===== src/rtl/fhcp_pkg.sv =====
// Package for the framed hex command parser: framing bytes, command
// characters, result kind codes, the result record and the hex digit decoder.
// No dependencies.
`default_nettype none

package fhcp_pkg;

  localparam logic [7:0] BYTE_START = 8'h01;
  localparam logic [7:0] BYTE_END   = 8'h04;

  localparam logic [7:0] CH_LPAREN = 8'h28;  // '('
  localparam logic [7:0] CH_ZERO   = 8'h30;  // '0'
  localparam logic [7:0] CH_ONE    = 8'h31;  // '1'
  localparam logic [7:0] CH_DOT    = 8'h2E;  // '.'
  localparam logic [7:0] CH_THREE  = 8'h33;  // '3'
  localparam logic [7:0] CH_UPPER_F = 8'h46; // 'F'
  localparam logic [7:0] CH_SPACE  = 8'h20;  // ' '
  localparam logic [7:0] CH_NINE   = 8'h39;  // '9'
  localparam logic [7:0] CH_UPPER_A = 8'h41; // 'A'
  localparam logic [7:0] CH_LOWER_A = 8'h61; // 'a'
  localparam logic [7:0] CH_LOWER_F = 8'h66; // 'f'

  localparam logic [7:0] COUNT_MAX = 8'hFF;
  localparam logic [7:0] LEN_SHORT_CMD = 8'd3;
  localparam logic [7:0] LEN_TELEGRAM_MIN = 8'd2;
  localparam logic [7:0] LEN_TELEGRAM_LONG = 8'd9;

  typedef enum logic [1:0] {
    KIND_PING     = 2'd0,
    KIND_INFO     = 2'd1,
    KIND_TELEGRAM = 2'd2,
    KIND_UNKNOWN  = 2'd3
  } frame_kind_t;

  typedef struct packed {
    frame_kind_t  kind;
    logic [31:0]  value;
    logic         is_long;
    logic [7:0]   length;
  } result_t;

  typedef struct packed {
    logic       ok;
    logic [3:0] digit;
  } hex_dec_t;

  // Decodes one ASCII hex digit; ok is low for any other byte.
  function automatic hex_dec_t hex_decode(input logic [7:0] c);
    hex_dec_t   r;
    logic [7:0] d;
    r = '{ok: 1'b0, digit: 4'd0};
    d = 8'd0;
    if (c >= CH_ZERO && c <= CH_NINE) begin
      d = c - CH_ZERO;
      r.ok = 1'b1;
    end else if (c >= CH_UPPER_A && c <= CH_UPPER_F) begin
      d = c - CH_UPPER_A + 8'd10;
      r.ok = 1'b1;
    end else if (c >= CH_LOWER_A && c <= CH_LOWER_F) begin
      d = c - CH_LOWER_A + 8'd10;
      r.ok = 1'b1;
    end
    r.digit = d[3:0];
    return r;
  endfunction

endpackage

`default_nettype wire


===== src/rtl/fhcp_frame.sv =====
// Frame state of the parser: byte count, first three characters and the
// running hex value, with the end-of-frame classification.
// Depends on fhcp_pkg.
`default_nettype none

module fhcp_frame (
  input  wire logic             clk,
  input  wire logic             rst,
  input  wire logic             step,
  input  wire logic [7:0]       rx_byte,
  output fhcp_pkg::result_t     result
);
  import fhcp_pkg::*;

  logic [7:0]  byte_count;
  logic [7:0]  head_chars [3];
  logic [31:0] hex_accumulator;
  logic        hex_stopped;

  logic        is_start;
  logic        is_end;
  hex_dec_t    dec;

  assign is_start = (rx_byte == BYTE_START);
  assign is_end   = (rx_byte == BYTE_END);
  assign dec      = hex_decode(rx_byte);

  always_ff @(posedge clk) begin
    if (rst) begin
      byte_count      <= '0;
      head_chars[0]   <= '0;
      head_chars[1]   <= '0;
      head_chars[2]   <= '0;
      hex_accumulator <= '0;
      hex_stopped     <= 1'b0;
    end else if (step) begin
      if (is_start || is_end) begin
        byte_count      <= '0;
        head_chars[0]   <= '0;
        head_chars[1]   <= '0;
        head_chars[2]   <= '0;
        hex_accumulator <= '0;
        hex_stopped     <= 1'b0;
      end else begin
        if (byte_count < LEN_SHORT_CMD) begin
          head_chars[byte_count[1:0]] <= rx_byte;
        end
        // The first character is the frame marker; digits start after it.
        if (byte_count != 8'd0 && !hex_stopped) begin
          if (dec.ok) begin
            hex_accumulator <= {hex_accumulator[27:0], dec.digit};
          end else begin
            hex_stopped <= 1'b1;
          end
        end
        if (byte_count != COUNT_MAX) begin
          byte_count <= byte_count + 8'd1;
        end
      end
    end
  end

  always_comb begin
    result.kind    = KIND_UNKNOWN;
    result.value   = '0;
    result.is_long = 1'b0;
    result.length  = byte_count;
    if (byte_count == LEN_SHORT_CMD && head_chars[0] == CH_LPAREN &&
        head_chars[1] == CH_ZERO && head_chars[2] == CH_ONE) begin
      result.kind = KIND_PING;
    end else if (byte_count == LEN_SHORT_CMD && head_chars[0] == CH_DOT &&
                 head_chars[1] == CH_THREE && head_chars[2] == CH_UPPER_F) begin
      result.kind = KIND_INFO;
    end else if (byte_count >= LEN_TELEGRAM_MIN && head_chars[0] == CH_SPACE) begin
      result.kind    = KIND_TELEGRAM;
      result.value   = hex_accumulator;
      result.is_long = (byte_count == LEN_TELEGRAM_LONG);
    end
  end

  a_clear_on_start: assert property (@(posedge clk) disable iff (rst)
    step && is_start |=> byte_count == 8'd0 && hex_accumulator == 32'd0 && !hex_stopped)
    else $error("frame state not cleared by start byte");

  a_count_advances: assert property (@(posedge clk) disable iff (rst)
    step && !is_start && !is_end && byte_count != COUNT_MAX
      |=> byte_count == $past(byte_count) + 8'd1)
    else $error("byte count did not advance on a data byte");

  a_stop_after_marker: assert property (@(posedge clk) disable iff (rst)
    hex_stopped |-> byte_count >= LEN_TELEGRAM_MIN)
    else $error("hex scan stopped before any digit position");

  a_hold_idle: assert property (@(posedge clk) disable iff (rst)
    !step |=> $stable(byte_count) && $stable(hex_accumulator))
    else $error("frame state changed without a byte");

endmodule

`default_nettype wire


===== src/rtl/framed_hex_command_parser_core.sv =====
// Top level of the framed hex command parser: input register, frame state
// and the result register. Depends on fhcp_pkg and fhcp_frame.
`default_nettype none

//  Channel  Direction  Handshake                 Payload
//  in       to core    in_valid / in_stall       rx_byte
//  out      from core  out_valid / out_stall     frame_kind, telegram_value,
//                                                telegram_long, frame_length
//
// One byte is taken every cycle while in_stall is low. An accepted byte sits in
// the input register and is applied to the frame state from there; an end
// byte's result is loaded into the output register as the end byte is applied,
// and is held there until it is taken with out_stall low.
// A result that waits in the output register only holds back an end byte;
// data and start bytes keep flowing under out_stall.
// Reset (rst, synchronous) empties both registers and clears the frame.
module framed_hex_command_parser_core (
  input  wire logic        clk,
  input  wire logic        rst,
  input  wire logic        in_valid,
  output logic             in_stall,
  input  wire logic [7:0]  rx_byte,
  output logic             out_valid,
  input  wire logic        out_stall,
  output logic [1:0]       frame_kind,
  output logic [31:0]      telegram_value,
  output logic             telegram_long,
  output logic [7:0]       frame_length
);
  import fhcp_pkg::*;

  // Input register.
  logic       s1_valid;
  logic [7:0] s1_byte;

  logic       s1_is_end;
  logic       out_free;
  logic       s1_move;
  result_t    frame_result;

  assign s1_is_end = (s1_byte == BYTE_END);
  // The output register can take a result when empty or being drained.
  assign out_free  = !out_valid || !out_stall;
  // A held byte goes to the frame state unless it is an end byte that
  // would have to overwrite a result still waiting.
  assign s1_move   = s1_valid && (!s1_is_end || out_free);
  assign in_stall  = s1_valid && !s1_move;

  always_ff @(posedge clk) begin
    if (rst) begin
      s1_valid <= 1'b0;
    end else if (!in_stall) begin
      s1_valid <= in_valid;
    end
  end

  always_ff @(posedge clk) begin
    if (!in_stall && in_valid) begin
      s1_byte <= rx_byte;
    end
  end

  fhcp_frame u_frame (
    .clk     (clk),
    .rst     (rst),
    .step    (s1_move),
    .rx_byte (s1_byte),
    .result  (frame_result)
  );

  // Result register: loaded when an end byte is applied.
  always_ff @(posedge clk) begin
    if (rst) begin
      out_valid <= 1'b0;
    end else if (s1_move && s1_is_end) begin
      out_valid <= 1'b1;
    end else if (!out_stall) begin
      out_valid <= 1'b0;
    end
  end

  always_ff @(posedge clk) begin
    if (s1_move && s1_is_end) begin
      frame_kind     <= frame_result.kind;
      telegram_value <= frame_result.value;
      telegram_long  <= frame_result.is_long;
      frame_length   <= frame_result.length;
    end
  end

endmodule

`default_nettype wire


===== config.mk =====
export PLATFORM = sky130hd
export DESIGN_NAME = framed_hex_command_parser_core
export DESIGN_NICKNAME = d
export VERILOG_FILES = /design/src/rtl/fhcp_pkg.sv /design/src/rtl/fhcp_frame.sv /design/src/rtl/framed_hex_command_parser_core.sv
export SDC_FILE = /design/constraint.sdc
export NUM_CORES = 1
export LEC_CHECK = 0
export BUFFER_PORTS_ARGS = -buffer_cell sky130_fd_sc_hd__buf_2
export CORE_UTILIZATION = 55
export DETAILED_ROUTE_END_ITERATION = 12
export PLACE_DENSITY = 0.81
export SYNTH_ARGS = -nofsm -noshare
export SYNTH_HDL_FRONTEND = slang
export SYNTH_SLANG_ARGS = --single-unit
export TNS_END_PERCENT = 50

===== constraint.sdc =====
create_clock -name clk -period 6.07 [get_ports clk]
set_clock_uncertainty 0.15 [all_clocks]
set_input_delay 1.214 -clock clk [delete_from_list [all_inputs] [get_ports clk]]
set_output_delay 1.214 -clock clk [all_outputs]
set_load 0.005 [all_outputs]

; After elaboration in Yosys (flattened, before gate mapping)
; Memory sizes are Yosys's and may differ from the RTL's.
; Index checks and enable logic that the tools add are counted.
[totals]
mem_bits_rw = 24
input_bits = 12
romBits = 0
mem_count = 1
latchBits = 0
reg_bits = 94
[mem_list]
columns = name, words, width, rd, rd_ports_with_merged_regs, wr, line_no
row1 = u_frame.head_chars, 3, 8, 3, 0, 3, fhcp_frame.sv:16  ; logic [7:0] head_chars [3];
[classes]
reduce_logical = 34
n_shift = 0
muxes = 35
div_mod_pow = 0
eq_ne = 14
magnitude_cmp = 8
bitwise_logic = 4
addsub = 6
mul = 0
[op_table]
columns = op, n
row1 = 32-bit 2-to-1 mux, 3
row2 = 8-bit by 6-bit equality test with 1-bit output (second input constant), 6
row3 = 8-bit 2-to-1 mux, 6
row4 = 34-bit 2-to-1 mux, 1
row5 = 1-bit 2-to-1 mux, 21
row6 = 8-bit by 7-bit >= comparator with 1-bit output (second input constant), 2
row7 = 8-bit by 7-bit <= comparator with 1-bit output (second input constant), 2
row8 = 1-bit logical AND, 15
row9 = 4-bit 2-to-1 mux, 3
row10 = 4-bit by 1-bit subtractor with 4-bit output (second input constant), 3
row11 = 4-bit adder (second input constant), 2
row12 = 8-bit by 1-bit adder with 8-bit output (second input constant), 1
row13 = 8-bit by 1-bit equality test with 1-bit output (second input constant), 1
row14 = 8-bit by 2-bit equality test with 1-bit output (second input constant), 1
row15 = 8-bit by 3-bit equality test with 1-bit output (second input constant), 1
row16 = 8-bit by 4-bit equality test with 1-bit output (second input constant), 1
row17 = 8-bit by 7-bit equality test with 1-bit output (second input constant), 1
row18 = 8-bit by 2-bit >= comparator with 1-bit output (second input constant), 1
row19 = 8-bit by 6-bit >= comparator with 1-bit output (second input constant), 1
row20 = 8-bit by 6-bit <= comparator with 1-bit output (second input constant), 1
row21 = 8-bit by 2-bit < comparator with 1-bit output (second input constant), 1
row22 = 8-bit inequality test (second input constant), 1
row23 = 8-bit nonzero test, 1
row24 = 8-bit OR reduction, 1
row25 = other kinds (12), 24

; Logic depth before layout (Yosys ltp)
; Gate-level depths: netlist (run 1).
[logic_depth]
depth_word = 9
mapped_depth = 9

; Cells and area by module
; Synthesis (run 1) repeated with hierarchy kept, for this count alone.
[hier_totals]
hier_cells = 407
area_unflattened_um2 = 4894.7
[modules_own_cells]
columns = mod, seq_area_each_um2, instances, cells_each, area_each_um2
row1 = fhcp_frame, 1541.5, 1, 339, 3196.8
row2 = framed_hex_command_parser_core, 1571.5, 1, 68, 1697.9

; Least setup slack after synthesis (run 1)
; Ideal clock, no wire load.
[synth_timing]
path_kind = input port to flip-flop
from = in out_stall
to = reg frame_kind[0] (enable)
required_time_ns = 5.475
path_slack_ns = 2.107
arrival_ns = 3.368
n_path_buf = 0
path_stages = 3
cell_sequence = nand4_1 -> o41ai_4 -> nor2_1
[synth_via]
elab_chain_cells = 5
[synth_lines]
columns = element, line_no
row1 = start: declaration, framed_hex_command_parser_core.sv:24  ; input wire logic out_stall,
row2 = 1-bit zero test, -
row3 = 1-bit logical OR, framed_hex_command_parser_core.sv:43  ; assign out_free = !out_valid || !out_stall;
row4 = 1-bit logical OR, framed_hex_command_parser_core.sv:46  ; assign s1_move = s1_valid && (!s1_is_end || out_free);
row5 = 1-bit logical AND, framed_hex_command_parser_core.sv:46
row6 = 1-bit logical AND, framed_hex_command_parser_core.sv:83  ; if (s1_move && s1_is_end) begin
row7 = end signal: assignment, framed_hex_command_parser_core.sv:84  ; frame_kind <= frame_result.kind;
row8 = end: declaration, framed_hex_command_parser_core.sv:25  ; output logic [1:0] frame_kind,
; No other way between the ends.
; A chain may end at the register's enable or synchronous reset.

; Worst setup path in the final report (run 1)
[layout_timing]
from = reg s1_byte[3]
to = out in_stall
[layout_via]
elab_chain_cells = 6
[layout_lines]
columns = element, line_no
row1 = start: declaration, framed_hex_command_parser_core.sv:34  ; logic [7:0] s1_byte;
row2 = start signal: assignment, framed_hex_command_parser_core.sv:59  ; s1_byte <= rx_byte;
row3 = 8-bit by 3-bit equality test with 1-bit output, framed_hex_command_parser_core.sv:41  ; assign s1_is_end = (s1_byte == BYTE_END);
row4 = 1-bit zero test, framed_hex_command_parser_core.sv:46
row5 = 1-bit logical OR, framed_hex_command_parser_core.sv:46
row6 = 1-bit logical AND, framed_hex_command_parser_core.sv:46
row7 = 1-bit zero test, framed_hex_command_parser_core.sv:47  ; assign in_stall = s1_valid && !s1_move;
row8 = 1-bit logical AND, framed_hex_command_parser_core.sv:47
row9 = end: declaration, framed_hex_command_parser_core.sv:21  ; output logic in_stall,
; No other way between the ends.

==> results of run 1 <==
worst max-delay path by stage:
stage,startpoint,to,depth (start not counted)
finish,s1_byte[3],in_stall,5
global route,s1_byte[3],in_stall,5
CTS,s1_byte[3],in_stall,5
detailed placement,out_stall,u_frame.hex_accumulator[29],6
global placement,out_stall,u_frame.hex_accumulator[2],6
floorplan,out_stall,frame_kind[0],3
per-stage QoR:
step | instance area, sq um | setup WS, ns | util (%)
final | 5580 | 2.59 | 68.3
after global routing | 5580 | 2.38 | 68.3
after CTS | 5580 | 2.59 | 68.3
after detailed placement | 4980 | 2.34 | 60.9
after global placement | 4980 | 2.43 | 60.9
after floorplan | 4620 | 2.11 | -
cell usage after synthesis (4+ instances only):
cell,n
sky130_fd_sc_hd__and3_1,26
sky130_fd_sc_hd__nand2_1,6
sky130_fd_sc_hd__nand3_1,8
sky130_fd_sc_hd__edfxtp_1,75
sky130_fd_sc_hd__inv_1,9
sky130_fd_sc_hd__nor4_1,5
sky130_fd_sc_hd__o21ai_0,5
sky130_fd_sc_hd__xnor2_1,7
sky130_fd_sc_hd__dfxtp_1,43
sky130_fd_sc_hd__ha_1,7
sky130_fd_sc_hd__and2_1,35
sky130_fd_sc_hd__nand4_1,4
sky130_fd_sc_hd__clkbuf_1,9
sky130_fd_sc_hd__a22o_1,29
sky130_fd_sc_hd__nor2_1,19
sky130_fd_sc_hd__nor3_1,4
sky130_fd_sc_hd__a21oi_1,8
flip-flops by register name (all words and copies together) (netlist names):
register,cells
telegram_value,32
u_frame.hex_accumulator,32
u_frame.head_chars,24
frame_length,8
s1_byte,8
u_frame.byte_count,8
frame_kind,2
out_valid,1
s1_valid,1
telegram_long,1
u_frame.hex_stopped,1
power breakdown:
| group | internal, mW | leakage (nW) | switching (mW) |
|---|---|---|---|
| combinational | 0.0183 | 0.851 | 0.0322 |
| sequential | 0.863 | 1.08 | 0.0156 |
| clock | 0.620 | 0.296 | 0.381 |
| total | 1.50 | 2.23 | 0.429 |
worst max-delay path, delay by kind of cell, from the launching register on:
family	cells	cell delay, ns
flip-flops	1	0.53
AND/OR/NAND/NOR	3	0.88
buffers and inverters	2	0.20
logic make-up after synthesis:
kind of cell | Yosys count | synth area share [%]
DFF | 118 | 67.4
AOI/OAI and AO/OA | 58 | 10.2
buffers and inverters | 24 | 2.44
and+or+nand+nor | 125 | 16.3
adders and majority gates | 7 | 1.90
muxes | 2 | 0.461
xor gates and xnor gates | 7 | 1.33
area by class of cell:
type,count,area (sq um)
clock inverter,14,163
timing repair buffer,57,288
tap,105,131
fill,582,2590
multi-input combinational,199,1420
clock buffer,18,439
inverter,9,33.8
sequential,118,3110
metal layers:
| layer | vias to the layer above | track usage (%) | wire, um |
|---|---|---|---|
| li1 | 1412 | - | - |
| met1 | 1438 | 26.6 | 3690 |
| met2 | 115 | 34.6 | 4330 |
| met3 | 21 | 6.18 | 527 |
| met4 | 0 | 10.0 | 193 |
| met5 | - | 0 | 0 |
==> results.md, run 1 <==
* Status: complete, no violations
* Leading register cell type out of synthesis: sky130_fd_sc_hd__edfxtp_1
* EDFF count, synth at 75
* CTS Sinks at 118
* Diode count at 0
* MaxCap Viol Count at 0
* Clock-pin slew of the registers on the worst-case setup and hold paths at 0.06 ns
* WHS at 0.330 ns
* Number of storage elements in the synthesis netlist at 118
* Worst Hold Depth at 1
* Number of remaining DRC errors at 0
* Port buffer count at 56
* Global-route wire length before repair at 13,700 um
* Post-CTS resize count at 0
* Global placer's final weighted congestion at 0.834
* DIE HEIGHT at 93.6 um
* CP max stage delay at 0.53 ns
* Final TNS setup at 0 ns
* Ordered cell list for the critical path: or3_4, nor3_1, nand3_1, inv_1, buf_2
* Routed via count divided by cell count at 5.74
* Critical Path End Type: primary output
* VDD IR max at 0.233 mV
* Hold Crit Class: flip-flop to flip-flop
* Post-synthesis to final-layout area growth at 20.9%
* Total wirelength of the detailed-routed design at 8740 um
* Post-Syn Area at 4620 sq um
* Initial Util at 56.5%
* Endpoint of the worst-slack reg-to-reg timing path: u_frame.hex_accumulator[2]
* Global router's overall resource usage at 21.4%
* Synthesized instance count at 341
* Req. time, crit path at 4.71 ns
* Cell variety after synth at 46
* Level count of the clock H-tree at 4
* Layout net count at 421
* Detail Route Antenna Nets at 0
* Leading cell type in the layout, fill and taps excluded: sky130_fd_sc_hd__edfxtp_1
* Most area-consuming cells after synthesis: sky130_fd_sc_hd__edfxtp_1 (49%), sky130_fd_sc_hd__dfxtp_1 (19%), sky130_fd_sc_hd__a22o_1 (5.5%)
* Crit path launch type: flip-flop
* Synth warn at 0
* Clock network latency to the later pin of the worst-skew pair at 0.51 ns
* Initial antenna violation count at 0
* Number of iterations in the first detailed-routing pass at 5
* Number of hold-repair buffers added at the cts stage at 0
* Peak Freq at 287 MHz
* Share of flip-flops with an asynchronous set or reset after synthesis at 0%
* Vias after detailed routing at 2,986
* Final worst-path cycle share at 57.4%
* Commonest cells after routing, fill and taps aside: sky130_fd_sc_hd__edfxtp_1 (75), sky130_fd_sc_hd__buf_2 (56), sky130_fd_sc_hd__dfxtp_1 (43)
* Post-CTS Setup Repair Bufs at 0
* Maximum clock path buffer count at 2
* Layout cell share with drive strength beyond 1 at 24.1%
* Number of buffers added by the clock tree synthesis step at 17
* DRT iter0 DRCs at 216
* Full die area at 8770 sq um
* Register-to-Register Setup Slack at 2.63 ns
* Final Hold Violating Endpoints at 0
* Worst flop-to-flop path startpoint: s1_byte[0]
* Final critical delay including setup and external delays at 3.48 ns
* Critical path fanouts, max at 9
* Worst reg-to-reg path cell count at 7
* Final Total Pwr at 1.93 mW
* Critical-path cell with the highest stage delay: sky130_fd_sc_hd__edfxtp_1
* Pin slew with the least headroom to its limit at 1.28 ns
* Cell taking the most area after synthesis: sky130_fd_sc_hd__edfxtp_1
* Top Ports at 57
* Placed instance count at 488
* Congestion Overflow GR at 0
* Half-perimeter wire length after placement at 5270 um
* Cell leakage power at 2.23 nW
* Setup violators final at 0
* Hold worst-path end: u_frame.hex_accumulator[31]
* RSZ-0062 raised after global routing: false
* Master cell of the clock root buffer: sky130_fd_sc_hd__clkbuf_8
* Vias in the first global route at 2,740
* Routed len/inst at 16.8 um
* Worst Setup Path Type: flip-flop to primary output
* Number of core rows at 33
* Sequential element share of the synthesized area at 67.4%
* Non-filler cells, final at 520
* Area of the core at 8180 sq um
* Largest net degree at the start of global routing at 45
* Syn Nets at 360
* Area share of the largest cell type after synthesis at 48.8%
* WP data arrival at 2.12 ns
* Slew Limit Headroom at 14.7%
* Clock tree from TritonCTS: yes
* Final Max Slew Viols at 0
* Average footprint of a synthesized cell at 13.5 sq um
* Power density of the placed cells at 346 nW/um^2
* Startpoint of the lowest-slack hold path: u_frame.hex_accumulator[31]
* Die span in x at 93.6 um
(Power assumes the default switching activity.)
==> run 2, diff against run 1 <==
- clock period: 6.07 -> 3.25 ns (I/O delays scaled with it)
==> results.md, run 2 (synthesis gave the netlist of run 1 again) <==
* Vias after detailed routing at 3,043
* Req. time, crit path at 2.45 ns
* Global router's overall resource usage at 22.1%
* Number of remaining DRC errors at 0
* Peak Freq at 341 MHz
* Final TNS setup at 0 ns
* Total wirelength of the detailed-routed design at 8830 um
* Post-CTS resize count at 0
* Global-route wire length before repair at 14,200 um
* Maximum clock path buffer count at 2
* Congestion Overflow GR at 0
* Multi-input gate area at 1420 sq um
* Die span in x at 93.6 um
* Filler instances at 562
* Power density of the placed cells at 647 nW/um^2
* CTS Sinks at 118
* Pin slew with the least headroom to its limit at 1.09 ns
* Final worst-path cycle share at 90.3%
* VDD IR max at 0.502 mV
* Clock-pin slew of the registers on the worst-case setup and hold paths at 0.05 ns
* Status: complete, no violations
* Number of hold-repair buffers added at the cts stage at 0
* Clock tree from TritonCTS: yes
* Level count of the clock H-tree at 4
* Routed len/inst at 16.8 um
* Worst flop-to-flop path startpoint: s1_byte[4]
* Port buffer count at 56
* Worst Setup Path Type: flip-flop to primary output
* CP max stage delay at 0.50 ns
* Routed via count divided by cell count at 5.80
* Final Hold Violating Endpoints at 0
* Leading cell type in the layout, fill and taps excluded: sky130_fd_sc_hd__edfxtp_1
* Diode count at 0
* FF/Latch Area at 3110 sq um
* Initial Util at 56.5%
* Area of the core at 8180 sq um
* Critical path fanouts, max at 6
* Detail Route Antenna Nets at 0
* Critical-path cell with the highest stage delay: sky130_fd_sc_hd__edfxtp_1
* WP data arrival at 2.13 ns
* Slew Limit Headroom at 27.1%
* Number of buffers and inverters on the critical path at 2
* Final Max Slew Viols at 0
* Master cell of the clock root buffer: sky130_fd_sc_hd__clkbuf_8
* Half-perimeter wire length after placement at 5520 um
* RSZ-0062 raised after global routing: false
* Final critical delay including setup and external delays at 2.93 ns
* Full die area at 8770 sq um
* Layout cell share with drive strength beyond 1 at 24.3%
* Vias in the first global route at 2,894
* MaxCap Viol Count at 0
* Pre-CTS WS at 0.457 ns
* Top Ports at 57
* Family with the most delay on the worst path: simple AND/OR/NAND/NOR gates
* Registers with the most flip-flops: telegram_value: 32 flops, u_frame.hex_accumulator: 32 flops, u_frame.head_chars: 24 flops
* Ordered cell list for the critical path: or3_4, nor3_1, nand3_1, inv_1, buf_2
* Number of iterations in the first detailed-routing pass at 5
* Crit path launch type: flip-flop
* Launching instance or port of the critical path: s1_byte[4]
* Hold Crit Class: primary input to flip-flop
* Global placer's final weighted congestion at 0.852
* Post-CTS Setup Repair Bufs at 0
* Commonest cells after routing, fill and taps aside: sky130_fd_sc_hd__edfxtp_1 (75), sky130_fd_sc_hd__buf_2 (56), sky130_fd_sc_hd__dfxtp_1 (43)
* Cell leakage power at 2.26 nW
* Critical Path End Type: primary output
* Worst Setup Slack, final at 0.316 ns
* DRT iter0 DRCs at 135
* Number of buffers added by the clock tree synthesis step at 17
* Startpoint of the lowest-slack hold path: rx_byte[1]
* DIE HEIGHT at 93.6 um
* Initial antenna violation count at 0
* Clock network latency to the later pin of the worst-skew pair at 0.51 ns
* Number of core rows at 33
* Setup violators final at 0
* Post-synthesis to final-layout area growth at 22.2%
* Largest net degree at the start of global routing at 35
* Layout net count at 426
==> run 2: cell count changes in the layout (fill, tap and decap cells not counted) <==
cell / change
sky130_fd_sc_hd__buf_12: +1
sky130_fd_sc_hd__buf_4: +4
sky130_fd_sc_hd__bufinv_16: +2
sky130_fd_sc_hd__clkbuf_1: +3
sky130_fd_sc_hd__clkbuf_16: -1
sky130_fd_sc_hd__clkbuf_8: +1
sky130_fd_sc_hd__clkinv_4: +1
sky130_fd_sc_hd__clkinvlp_4: +1
sky130_fd_sc_hd__inv_4: -1
sky130_fd_sc_hd__inv_6: -4
sky130_fd_sc_hd__inv_8: -2
==> run 2: area by class of cell <==
cell class,count,share of cell area [%]
flip-flops and latches,118,55.1
multi-input cells,199,25.1
well taps,105,2.33
repair buffers,62,5.98
clock inverters,11,3.10
clock buffers,21,7.78
inverters,9,0.598
==> run 2: path summary, 6_finish.rpt <==
path | to | slack (ns) | cells past startpoint
worst max-delay path | in_stall | 0.32 | 5
worst max register to register | u_frame.hex_accumulator[10] | 0.45 | 6
worst min register to register | u_frame.hex_accumulator[28] | 0.33 | 1
worst min-delay path | s1_byte[1] | 0.16 | 1
==> run 2: power by group <==
part	internal [mW]	switching [mW]
combinational	0.0383	0.0655
sequential	1.61	0.0264
clock	1.27	0.643
==> run 2: metal layers <==
| layer | GRT usage [%] | vias to the layer above | share of wire [%] |
|---|---|---|---|
| li1 | - | 1419 | - |
| met1 | 26.9 | 1463 | 42 |
| met2 | 36.0 | 141 | 50 |
| met3 | 7.40 | 20 | 6.9 |
| met4 | 9.36 | 0 | 1.7 |
| met5 | 0 | - | 0 |
==> run 2: stage by stage <==
step                      power (mW)  hold WS, ns  cells  area, sq um  utilization (%)
after detailed placement        1.77        0.316    493         5030             61.5
final                           3.65        0.161    525         5650             69.1
after global routing            3.75        0.138    525         5650             69.1
after floorplan                 1.73        0.256    341         4620                -
after global placement          1.76        0.304    493         5030             61.5
after CTS                       3.67        0.139    525         5650             69.1
==> run 3, diff against run 2 <==
- RECOVER_POWER: not set -> 50
==> results.md, run 3 (synthesis gave the netlist of run 1 again) <==
* Diode count at 0
* Worst Setup Path Type: flip-flop to primary output
* Vias after detailed routing at 3,017
* Vias in the first global route at 2,894
* Top Ports at 57
* Maximum clock path buffer count at 2
* DRT iter0 DRCs at 125
* Detail Route Antenna Nets at 0
* Post-synthesis to final-layout area growth at 20.9%
* Number of buffers and inverters on the critical path at 2
* Global router's overall resource usage at 22.1%
* Commonest cells after routing, fill and taps aside: sky130_fd_sc_hd__edfxtp_1 (75), sky130_fd_sc_hd__dfxtp_1 (43), sky130_fd_sc_hd__buf_2 (35)
* Pre-CTS WS at 0.457 ns
* Peak Freq at 337 MHz
* Area of all placed cells without fillers at 5580 sq um
* VDD IR max at 0.500 mV
* Number of iterations in the first detailed-routing pass at 5
* WHS at 0.161 ns
* DP Area at 5030 sq um
* Critical path fanouts, max at 6
* Req. time, crit path at 2.45 ns
* Ordered cell list for the critical path: or3_1, nor3_1, nand3_1, inv_1, buf_2
* Port buffer count at 56
* Leading cell type in the layout, fill and taps excluded: sky130_fd_sc_hd__edfxtp_1
* Worst Setup Slack, final at 0.284 ns
* Number of hold-repair buffers added at the cts stage at 0
* CP max stage delay at 0.49 ns
* Final worst-path cycle share at 91.2%
* Full die area at 8770 sq um
* Global-route wire length before repair at 14,200 um
* Number of buffers added by the clock tree synthesis step at 17
* Filler instances at 584
* RSZ-0062 raised after global routing: false
* Half-perimeter wire length after placement at 5520 um
* Crit path launch type: flip-flop
* Final Max Slew Viols at 0
* Power density of the placed cells at 653 nW/um^2
* Level count of the clock H-tree at 4
* Largest net degree at the start of global routing at 35
* Layout net count at 426
* Congestion Overflow GR at 0
* Placed instance count at 493
* Number of remaining DRC errors at 0
* Final TNS setup at 0 ns
* Routed len/inst at 16.8 um
* Final Total Pwr at 3.65 mW
* WP data arrival at 2.17 ns
* Registers with the most flip-flops: telegram_value: 32 flops, u_frame.hex_accumulator: 32 flops, u_frame.head_chars: 24 flops
* Setup violators final at 0
* Layout cell share with drive strength beyond 1 at 18.3%
* Pin slew with the least headroom to its limit at 1.11 ns
* Initial Util at 56.5%
* Post-CTS Setup Repair Bufs at 0
* Total wirelength of the detailed-routed design at 8800 um
* DIE HEIGHT at 93.6 um
* Clock-pin slew of the registers on the worst-case setup and hold paths at 0.05 ns
* Status: complete, no violations
* Clock tree from TritonCTS: yes
* Register-to-Register Setup Slack at 0.41 ns
* Number of core rows at 33
* Non-filler cells, final at 525
* Hold Crit Class: primary input to flip-flop
* Clock network latency to the later pin of the worst-skew pair at 0.51 ns
* Utilization of the core after routing at 68.3%
* Post-CTS resize count at 0
* Area of the core at 8180 sq um
* Critical-path cell with the highest stage delay: sky130_fd_sc_hd__edfxtp_1
* CTS Sinks at 118
* MaxCap Viol Count at 0
* Cell leakage power at 2.17 nW
* Die span in x at 93.6 um
* Master cell of the clock root buffer: sky130_fd_sc_hd__clkbuf_8
* Family with the most delay on the worst path: simple AND/OR/NAND/NOR gates
* Global placer's final weighted congestion at 0.852
* Slew Limit Headroom at 26.1%
* Critical Path End Type: primary output
* Final critical delay including setup and external delays at 2.97 ns
* Final Hold Violating Endpoints at 0
* Initial antenna violation count at 0
* Routed via count divided by cell count at 5.75
## run 3: layout make-up
cell class	instances	area, sq um	share of cell area, %
clock inverter	11	175	3.14
timing repair buffer	62	309	5.53
multi-input combinational	199	1380	24.8
clock buffer	21	439	7.86
tap	105	131	2.35
sequential	118	3110	55.7
inverter	9	33.8	0.605
## run 3: worst reg2reg max path, stage by stage (launching register included)
cell                      delay (ns)
sky130_fd_sc_hd__dfxtp_1        0.37
sky130_fd_sc_hd__or4_1          0.61
sky130_fd_sc_hd__nor3_1         0.40
sky130_fd_sc_hd__and4_1         0.59
sky130_fd_sc_hd__a21o_1         0.40
## run 3: final timing paths
| check | startpoint | to | cells after the start |
|---|---|---|---|
| min | rx_byte[2] | s1_byte[2] | 1 |
| max reg2reg | u_frame.byte_count[2] | u_frame.head_chars[1][5] | 4 |
| min reg2reg | u_frame.hex_accumulator[28] | u_frame.hex_accumulator[28] | 1 |
| max | s1_byte[4] | in_stall | 5 |
## run 3: report_power, final
| part | switching [mW] | internal [mW] | total [mW] |
|---|---|---|---|
| registers | 0.0259 | 1.61 | 1.64 |
| clock network | 0.639 | 1.27 | 1.91 |
| logic | 0.0639 | 0.0373 | 0.101 |
## run 3: routing by layer
layer | track usage, % | part of all wire, % | up-vias
li1 | - | - | 1419
met1 | 26.9 | 42 | 1454
met2 | 36.0 | 50 | 129
met3 | 7.40 | 6.8 | 15
met4 | 9.36 | 1.7 | 0
met5 | 0 | 0 | -
